### src/stt_pkg.sv
// shared types and constants for the soft timer table
`timescale 1ns / 1ps

package stt_pkg;

  localparam int NUM_SLOTS_DEF = 16;

  localparam logic [7:0] SCAN_PERIOD_RESET = 8'd20;

  // action codes
  localparam logic [2:0] ACT_ADD     = 3'd0;
  localparam logic [2:0] ACT_DELETE  = 3'd1;
  localparam logic [2:0] ACT_ENABLE  = 3'd2;
  localparam logic [2:0] ACT_DISABLE = 3'd3;
  localparam logic [2:0] ACT_ONESHOT = 3'd4;
  localparam logic [2:0] ACT_TICK    = 3'd5;

  localparam logic STATUS_OK   = 1'b0;
  localparam logic STATUS_FAIL = 1'b1;

  // one slot as kept in the table memory
  typedef struct packed {
    logic        enabled;
    logic        single;
    logic        notify;
    logic [15:0] remaining;
    logic [15:0] period;
  } stt_entry_t;

  localparam int ENTRY_W = $bits(stt_entry_t);

endpackage

### src/stt_ram.sv
// generic single-write, single-read ram with registered read data
`timescale 1ns / 1ps

module stt_ram #(
  parameter int WIDTH = 8,
  parameter int DEPTH = 16,
  parameter int AW    = (DEPTH > 1) ? $clog2(DEPTH) : 1
) (
  input  logic             clk,
  input  logic             wr_en,
  input  logic [AW-1:0]    wr_addr,
  input  logic [WIDTH-1:0] wr_data,
  input  logic             rd_en,
  input  logic [AW-1:0]    rd_addr,
  output logic [WIDTH-1:0] rd_data
);

  logic [WIDTH-1:0] mem [DEPTH];
  logic [WIDTH-1:0] rd_data_r;

  always_ff @(posedge clk) begin
    if (wr_en) begin
      mem[wr_addr] <= wr_data;
    end
    if (rd_en) begin
      rd_data_r <= mem[rd_addr];
    end
  end

  assign rd_data = rd_data_r;

endmodule

### src/soft_timer_table.sv
// soft timer table top level: slot table, prescaler and scan sequencer
`timescale 1ns / 1ps

// Table of NUM_SLOTS software timers driven by action beats on the in_ stream.
// Each beat gives one or more result beats on the out_ stream; out_tlast marks
// the final one. An add takes the lowest free slot, and delete, enable, disable
// and set one-shot address a slot by id and fail on a bad id or a free slot.
// A tick decrements the prescaler; when it hits zero it reloads from the
// scan_period register (cfg_ port) and every enabled slot is decremented once.
// Each notifying slot that reaches zero gives one expiry beat (out_tuser high),
// in ascending slot order; a tick with no expiry gives a single ok beat.
// Slot contents live in one table memory with a registered read;
// the valid marks are flip-flops cleared by reset, so the memory needs no
// clearing pass and an item may follow reset at once.
// Steps: add, delete, unknown actions and ticks without a scan load their
// result straight from the execute state; enable, disable and set one-shot
// read the slot, then modify and write it back (no read when the id or the
// slot is bad); a scanning tick walks all NUM_SLOTS slots through the single
// table memory, which reads and writes back one slot per cycle while no older
// expiry waits for the output. A stalled out_ side holds the sequencer. One
// item is in work at a time; the next beat is accepted once the result of the
// current one sits in the output register, even if that beat has not been taken yet.
module soft_timer_table
  import stt_pkg::*;
#(
  parameter int NUM_SLOTS = NUM_SLOTS_DEF
) (
  input  logic        clk,
  input  logic        rst_n,
  // action beats
  input  logic        in_tvalid,
  output logic        in_tready,
  input  logic [23:0] in_tdata,  // slot_id[3:0], timeout_ticks[19:4], single_flag[20],
                                 // notify_flag[21], zero pad[23:22]
  input  logic [2:0]  in_tuser,  // action[2:0]
  // result beats
  output logic        out_tvalid,
  input  logic        out_tready,
  output logic [7:0]  out_tdata, // status[0], result_id[4:1], zero pad[7:5]
  output logic        out_tuser, // expired[0]
  output logic        out_tlast,
  // scan_period register
  input  logic        cfg_valid,
  output logic        cfg_ready,
  input  logic [7:0]  cfg_data
);

  localparam int IDX_W = (NUM_SLOTS > 1) ? $clog2(NUM_SLOTS) : 1;
  localparam logic [IDX_W-1:0] LAST_IDX = IDX_W'(NUM_SLOTS - 1);

  // sequencer states
  localparam logic [2:0] ST_IDLE = 3'd0;
  localparam logic [2:0] ST_EXEC = 3'd1;
  localparam logic [2:0] ST_RMW  = 3'd2;
  localparam logic [2:0] ST_SCAN = 3'd3;
  localparam logic [2:0] ST_DONE = 3'd4;

  logic [2:0]           state_r, state_nxt;
  logic [NUM_SLOTS-1:0] valid_r, valid_nxt;
  logic [7:0]           scan_period_r;
  logic [7:0]           presc_r, presc_nxt;
  logic [IDX_W-1:0]     idx_r, idx_nxt;
  logic                 pend_v_r, pend_v_nxt;
  logic [3:0]           pend_id_r, pend_id_nxt;

  // latched action beat
  logic [2:0]  act_r;
  logic [3:0]  id_r;
  logic [15:0] to_r;
  logic        os_r;
  logic        nf_r;

  // output register
  logic       out_valid_r;
  logic       out_status_r;
  logic [3:0] out_id_r;
  logic       out_exp_r;
  logic       out_last_r;

  logic       push;
  logic       push_status;
  logic [3:0] push_id;
  logic       push_exp;
  logic       push_last;
  logic       out_free;

  // table memory port
  logic             mem_we;
  logic [IDX_W-1:0] mem_waddr;
  stt_entry_t       mem_wdata;
  logic             mem_re;
  logic [IDX_W-1:0] mem_raddr;
  logic [ENTRY_W-1:0] mem_rdata;
  stt_entry_t       rd_entry;

  logic             in_beat;
  logic             id_ok;
  logic [IDX_W-1:0] id_idx;
  logic [IDX_W-1:0] free_idx;
  logic             all_valid;
  logic [7:0]       presc_dec;
  logic [IDX_W+3:0] free_ext;
  logic [IDX_W+3:0] idx_ext;

  // scan datapath
  logic        scan_active;
  logic [15:0] scan_dec;
  logic        scan_hit;
  logic        scan_emit;
  stt_entry_t  scan_entry;
  stt_entry_t  rmw_entry;

  assign in_tready = (state_r == ST_IDLE);
  assign in_beat   = in_tvalid && in_tready;
  assign cfg_ready = 1'b1;
  assign out_free  = !out_valid_r || out_tready;

  assign id_ok     = (32'(id_r) < NUM_SLOTS);
  assign id_idx    = IDX_W'(id_r);
  assign all_valid = &valid_r;
  assign presc_dec = (presc_r != 8'd0) ? presc_r - 8'd1 : 8'd0;
  assign free_ext  = (IDX_W + 4)'(free_idx);
  assign idx_ext   = (IDX_W + 4)'(idx_r);
  assign rd_entry  = stt_entry_t'(mem_rdata);

  // lowest free slot
  always_comb begin
    free_idx = '0;
    for (int i = NUM_SLOTS - 1; i >= 0; i--) begin
      if (!valid_r[i]) begin
        free_idx = IDX_W'(i);
      end
    end
  end

  // one slot of the scan: decrement, detect expiry, reload or stop
  always_comb begin
    scan_active = valid_r[idx_r] && rd_entry.enabled;
    scan_dec    = rd_entry.remaining - 16'd1;
    scan_hit    = scan_active && (scan_dec == 16'd0);
    scan_emit   = scan_hit && rd_entry.notify;
    scan_entry  = rd_entry;
    scan_entry.remaining = scan_dec;
    if (scan_hit) begin
      if (rd_entry.single) begin
        scan_entry.enabled = 1'b0;
      end else begin
        scan_entry.remaining = rd_entry.period;
      end
    end
  end

  // enable, disable and set one-shot on a slot read back from the table
  always_comb begin
    rmw_entry = rd_entry;
    case (act_r)
      ACT_ENABLE: begin
        rmw_entry.enabled   = 1'b1;
        rmw_entry.remaining = to_r;
        rmw_entry.period    = to_r;
      end
      ACT_DISABLE: begin
        rmw_entry.enabled = 1'b0;
      end
      default: begin
        rmw_entry.single = os_r;
      end
    endcase
  end

  always_comb begin
    state_nxt   = state_r;
    valid_nxt   = valid_r;
    presc_nxt   = presc_r;
    idx_nxt     = idx_r;
    pend_v_nxt  = pend_v_r;
    pend_id_nxt = pend_id_r;
    push        = 1'b0;
    push_status = STATUS_OK;
    push_id     = 4'd0;
    push_exp    = 1'b0;
    push_last   = 1'b1;
    mem_we      = 1'b0;
    mem_waddr   = idx_r;
    mem_wdata   = rd_entry;
    mem_re      = 1'b0;
    mem_raddr   = idx_r;

    case (state_r)
      ST_IDLE: begin
        if (in_beat) begin
          state_nxt = ST_EXEC;
        end
      end

      ST_EXEC: begin
        case (act_r)
          ACT_ADD: begin
            if (out_free) begin
              push      = 1'b1;
              state_nxt = ST_IDLE;
              if (all_valid) begin
                push_status = STATUS_FAIL;
              end else begin
                mem_we              = 1'b1;
                mem_waddr           = free_idx;
                mem_wdata.enabled   = 1'b0;
                mem_wdata.single    = os_r;
                mem_wdata.notify    = nf_r;
                mem_wdata.remaining = to_r;
                mem_wdata.period    = to_r;
                valid_nxt[free_idx] = 1'b1;
                push_id             = free_ext[3:0];
              end
            end
          end
          ACT_DELETE: begin
            if (out_free) begin
              push      = 1'b1;
              state_nxt = ST_IDLE;
              if (!id_ok || !valid_r[id_idx]) begin
                push_status = STATUS_FAIL;
              end else begin
                valid_nxt[id_idx] = 1'b0;
              end
            end
          end
          ACT_ENABLE, ACT_DISABLE, ACT_ONESHOT: begin
            if (!id_ok || !valid_r[id_idx]) begin
              if (out_free) begin
                push        = 1'b1;
                push_status = STATUS_FAIL;
                state_nxt   = ST_IDLE;
              end
            end else begin
              mem_re    = 1'b1;
              mem_raddr = id_idx;
              state_nxt = ST_RMW;
            end
          end
          ACT_TICK: begin
            if (out_free) begin
              if (presc_dec == 8'd0) begin
                presc_nxt = scan_period_r;
                mem_re    = 1'b1;
                mem_raddr = '0;
                idx_nxt   = '0;
                state_nxt = ST_SCAN;
              end else begin
                presc_nxt = presc_dec;
                push      = 1'b1;
                state_nxt = ST_IDLE;
              end
            end
          end
          default: begin
            if (out_free) begin
              push        = 1'b1;
              push_status = STATUS_FAIL;
              state_nxt   = ST_IDLE;
            end
          end
        endcase
      end

      ST_RMW: begin
        if (out_free) begin
          mem_we    = 1'b1;
          mem_waddr = id_idx;
          mem_wdata = rmw_entry;
          push      = 1'b1;
          state_nxt = ST_IDLE;
        end
      end

      ST_SCAN: begin
        // hold the slot when it expires while an older expiry still waits for the output
        if (!(scan_emit && pend_v_r && !out_free)) begin
          mem_we    = scan_active;
          mem_waddr = idx_r;
          mem_wdata = scan_entry;
          if (scan_emit) begin
            if (pend_v_r) begin
              push      = 1'b1;
              push_id   = pend_id_r;
              push_exp  = 1'b1;
              push_last = 1'b0;
            end
            pend_v_nxt  = 1'b1;
            pend_id_nxt = idx_ext[3:0];
          end
          if (idx_r == LAST_IDX) begin
            state_nxt = ST_DONE;
          end else begin
            idx_nxt   = idx_r + 1'b1;
            mem_re    = 1'b1;
            mem_raddr = idx_r + 1'b1;
          end
        end
      end

      ST_DONE: begin
        if (out_free) begin
          push       = 1'b1;
          push_id    = pend_v_r ? pend_id_r : 4'd0;
          push_exp   = pend_v_r;
          pend_v_nxt = 1'b0;
          state_nxt  = ST_IDLE;
        end
      end

      default: begin
        state_nxt = ST_IDLE;
      end
    endcase
  end

  always_ff @(posedge clk) begin
    if (!rst_n) begin
      state_r       <= ST_IDLE;
      valid_r       <= '0;
      scan_period_r <= SCAN_PERIOD_RESET;
      presc_r       <= SCAN_PERIOD_RESET;
      idx_r         <= '0;
      pend_v_r      <= 1'b0;
      pend_id_r     <= 4'd0;
      out_valid_r   <= 1'b0;
    end else begin
      state_r   <= state_nxt;
      valid_r   <= valid_nxt;
      presc_r   <= presc_nxt;
      idx_r     <= idx_nxt;
      pend_v_r  <= pend_v_nxt;
      pend_id_r <= pend_id_nxt;
      if (cfg_valid && cfg_ready) begin
        scan_period_r <= cfg_data;
      end
      if (push) begin
        out_valid_r <= 1'b1;
      end else if (out_tready) begin
        out_valid_r <= 1'b0;
      end
    end
  end

  // payload registers
  always_ff @(posedge clk) begin
    if (in_beat) begin
      act_r <= in_tuser;
      id_r  <= in_tdata[3:0];
      to_r  <= in_tdata[19:4];
      os_r  <= in_tdata[20];
      nf_r  <= in_tdata[21];
    end
    if (push) begin
      out_status_r <= push_status;
      out_id_r     <= push_id;
      out_exp_r    <= push_exp;
      out_last_r   <= push_last;
    end
  end

  stt_ram #(
    .WIDTH (ENTRY_W),
    .DEPTH (NUM_SLOTS),
    .AW    (IDX_W)
  ) u_table (
    .clk     (clk),
    .wr_en   (mem_we),
    .wr_addr (mem_waddr),
    .wr_data (ENTRY_W'(mem_wdata)),
    .rd_en   (mem_re),
    .rd_addr (mem_raddr),
    .rd_data (mem_rdata)
  );

  assign out_tvalid = out_valid_r;
  assign out_tdata  = {3'b000, out_id_r, out_status_r};
  assign out_tuser  = out_exp_r;
  assign out_tlast  = out_last_r;

endmodule

### config.mk
export PLATFORM = sky130hd
export DESIGN_NAME = soft_timer_table
export DESIGN_NICKNAME = d
export VERILOG_FILES = /design/src/stt_pkg.sv /design/src/stt_ram.sv /design/src/soft_timer_table.sv
export SDC_FILE = /design/constraint.sdc
export NUM_CORES = 1
export LEC_CHECK = 0
export BUFFER_PORTS_ARGS = -buffer_cell sky130_fd_sc_hd__buf_2
export CAP_MARGIN = 20
export CORE_MARGIN = 4
export CORE_UTILIZATION = 33
export DETAILED_ROUTE_END_ITERATION = 12
export GPL_ROUTABILITY_DRIVEN = 0
export SLEW_MARGIN = 10
export SYNTH_ARGS = -nofsm -noshare
export SYNTH_HDL_FRONTEND = slang
export SYNTH_SLANG_ARGS = --single-unit
### constraint.sdc
create_clock -name clk -period 6.9 [get_ports clk]
set_clock_uncertainty 0.2 [all_clocks]
set_input_delay 1.38 -clock clk [delete_from_list [all_inputs] [get_ports clk]]
set_output_delay 1.38 -clock clk [all_outputs]
set_load 0.005 [all_outputs]
==> summary.txt <==
Power and ir drop
  • Max rail drop VDD: 156.6 uV
  • Pwr Density: 293.7 nW/um^2
  • Static leakage: around 0.01 uW

Global routing
  • Global-route wire length before repair: approximately 100 mm
  • Initial antenna violation count: 4
  • Total Routing Usage GR: about 15%
  • Vias in the first global route: between 15k and 20k
  • Largest net degree at the start of global routing: 73
  • Overflow after GRT: 0

STA
  • Fin crit period: roughly 5.4 ns
  • Slew HR: between 20% and 30%
  • Final Max Slew Viols: 0
  • RSZ-0062 raised after global routing: no
  • Slew @ Worst Pin: 1.159 ns
  • Max Clk Rate: roughly 0.18 GHz
  • TNS Setup: 0 ns
  • Hold Fails Final Rpt: 0
  • Hold_ws: around 0.28 ns
  • Final setup viols: 0
  • Tcrit/Tclk final: between 70% and 80%

Worst setup path
  • Register-to-register setup slack: about 1.5 ns
  • Max FO, Critical Path: 20
  • CP max stage delay: 0.80 ns
  • Critical path's slowest cell: nor2b_4
  • Critical Path Start Type: register
  • Arrival time at the worst endpoint: between 5 and 6 ns
  • WS Path Type: register to register
  • CP cell instances: inv_1, ha_1, or4b_4, nand4_1, a21oi_1, o2111ai_2, or2_1, nand2_8, o21ai_0, nor2b_1, nor3b_1, nor2b_4, buf_12
  • WP data required: between 6 and 7 ns
  • CP Capture Type: register

Routing
  • Post-DR vias/cell: roughly 5.4
  • Antenna viol nets, final: 0
  • DR vias: about 16k
  • Pre-Repair DR Iteration Count: 5
  • Wirelength per Cell: about 24 um
  • Iteration-0 DRC Markers: between 1k and 1.5k
  • Total wire length: around 70 mm
  • # DRC: 0

Floorplanning
  • Rows: between 100 and 150
  • Die Wd: a little under 300 um
  • Core Region: roughly 84000 sq um
  • Die area: between 80000 and 90000 sq um
  • Die Height: 298.4 um
  • # IOs: 53
  • Starting Density: about a third

Synthesis
  • Ys Warns: 0
  • Mapped Cells: approximately 1.6k
  • Ys flop type: edfxtp_1
  • Number of synthesized flops with an enable pin: 627
  • Cell taking the most area after synthesis: edfxtp_1
  • Avg Inst Size Synth: between 15 and 20 sq um
  • Largest cells by area after synthesis: edfxtp_1 (68%), mux4_2 (12%), dfxtp_1 (3.2%), a22oi_1 (2.8%), o21ai_0 (1.6%)
  • Cell Area, Synth: 27840 sq um
  • Most common cell in the netlist: edfxtp_1
  • Post-synth top cells: edfxtp_1 (627), mux4_2 (144), nand2_1 (108), a22oi_1 (105), o21ai_0 (88)
  • FFs w/ async S/R, synth: 0%
  • Sequential area share after synthesis: slightly above 70%
  • Yosys top cell area share: 67.64%
  • Unique masters post-synth: 83
  • Flop and latch count out of synthesis: about 670

Final layout
  • Final Util: between 30% and 40%
  • Final net count: between 1.5k and 2k
  • Share of cells above drive strength 1: 23.67%
  • Fillers: approximately 7.6k
  • Area growth, synth to finish: 15.71%
  • Final non-filler cell total: slightly below 3k

Clock network
  • H-tree depth: 3
  • CTS clk-pin slew, worst paths: around 0.060 ns
  • Clk Latency, worst-skew pair: between 0.6 and 0.7 ns
  • Post-CTS setup buffers: 0
  • CTS buffer count: between 70 and 80
  • Clock Path Buffers: 3
  • Cts hold-fix bufs: 0
  • Root Driver: clkbuf_16
  • Post_cts resized: 0
  • CTS tree: yes
  • Clock sink count: between 600 and 700

Hold path
  • Worst Hold Class: register to register

Outcome
  • Status: complete, no violations

Flow run
  • Max Cap Viol: 0

Placement
  • Inst Count DP: 2787
  • HPWL after detailed placement: 38.22 mm
  • Port buffer count: 46
## per-stage QoR
| stage | total power (uW) | area [sq um] | setup slack (ns) |
|---|---|---|---|
| floorplan | 5413 | 27870 | 1.329 |
| global placement | 5766 | 29870 | 1.151 |
| detailed placement | 5804 | 29910 | 1.512 |
| CTS | 9541 | 32200 | 1.613 |
| global route | 9786 | 32210 | 1.115 |
| finish | 9461 | 32210 | 1.476 |
## cell type report
type                            count  area (sq um)  area share (%)
Sequential cell                   672         19730           61.25
Antenna cell                        1         2.502        0.007769
Tap cell                         1134          1419           4.405
Multi-Input combinational cell    843          7807           24.24
Clock inverter                     46         397.9           1.235
Inverter                           20         75.07          0.2331
Clock buffer                       83          1886           5.854
Timing Repair Buffer              119         893.4           2.774
## power by group
| group | leakage [uW] | internal, uW | switching [uW] | total (uW) |
|---|---|---|---|---|
| clock network | 0.00111 | 2160 | 1580 | 3740 |
| registers | 0.00604 | 4690 | 59.7 | 4750 |
| logic | 0.00281 | 347 | 629 | 976 |
| total | 0.00997 | 7190 | 2270 | 9460 |
## critical path, delay by kind of cell (launching register included)
| family | cells | cell delay (ns) |
|---|---|---|
| buf+inv | 2 | 0.41 |
| flops | 1 | 0.55 |
| compound gates | 3 | 0.82 |
| fa+ha+maj | 1 | 0.33 |
| simple gates | 7 | 2.75 |
## flip-flops by register name, summed over array words and instances (netlist names)
| name | count |
|---|---|
| valid_r | 16 |
| scan_period_r | 8 |
| act_r | 3 |
| os_r | 1 |
| out_tuser | 1 |
| nf_r | 1 |
| id_idx | 4 |
| out_tlast | 1 |
| state_r | 3 |
| pend_v_r | 1 |
| idx_r | 4 |
| out_tvalid | 1 |
| u_table.mem | 560 |
| out_status_r | 1 |
| presc_r | 8 |
| to_r | 16 |
| out_id_r | 4 |
| u_table.rd_data | 35 |
| pend_id_r | 4 |
## cells by family after synthesis
group | Yosys count | share of synthesized area (%)
other | 2 | 0.02698
AO/OA/AOI/OAI | 336 | 8.365
XOR/XNOR | 12 | 0.3776
flip-flops | 672 | 70.88
AND/OR/NAND/NOR | 321 | 5.763
adder cells (fa/ha/maj) | 4 | 0.1798
buffers and inverters | 110 | 1.933
multiplexers | 166 | 12.48
## worst paths after layout
path / endpoint / startpoint / cells past startpoint
max: u_table.mem[10][15] / u_table.rd_data[16] / 13
min: pend_id_r[3] / pend_id_r[3] / 2
max reg2reg: u_table.mem[10][15] / u_table.rd_data[16] / 13
min reg2reg: pend_id_r[3] / pend_id_r[3] / 2
## cells in the final DEF, fill, tap and decap left out, types with 12 or more instances in the layout
cell       Yosys  layout
buf_2         10      48
nor3_1        17      15
nor2_4         0      12
mux2i_1       14      14
edfxtp_1     627     627
nand3_1       23      23
a21oi_1       38      37
nand2b_1      16      16
nand2_1      108     108
mux4_2       144     144
buf_4         10      62
o21ai_0       88      86
a21boi_0      24      24
nor2_1        69      57
clkinv_2       0      12
nor2b_1       27      23
clkbuf_16      0      74
inv_1         20      20
dfxtp_1       45      45
clkinv_1       0      20
a22oi_1      105     105
## layer usage
| layer | vias up | share of wire, % | track usage [%] | wire [um] |
|---|---|---|---|---|
| li1 | 6817 | - | - | - |
| met1 | 8245 | 43 | 21.49 | 29740 |
| met2 | 658 | 46 | 23.73 | 31980 |
| met3 | 149 | 7.9 | 3.436 | 5479 |
| met4 | 2 | 3.5 | 5.972 | 2457 |
| met5 | - | 0.020 | 0 | 14 |
Power figures use the tool's default switching activity.
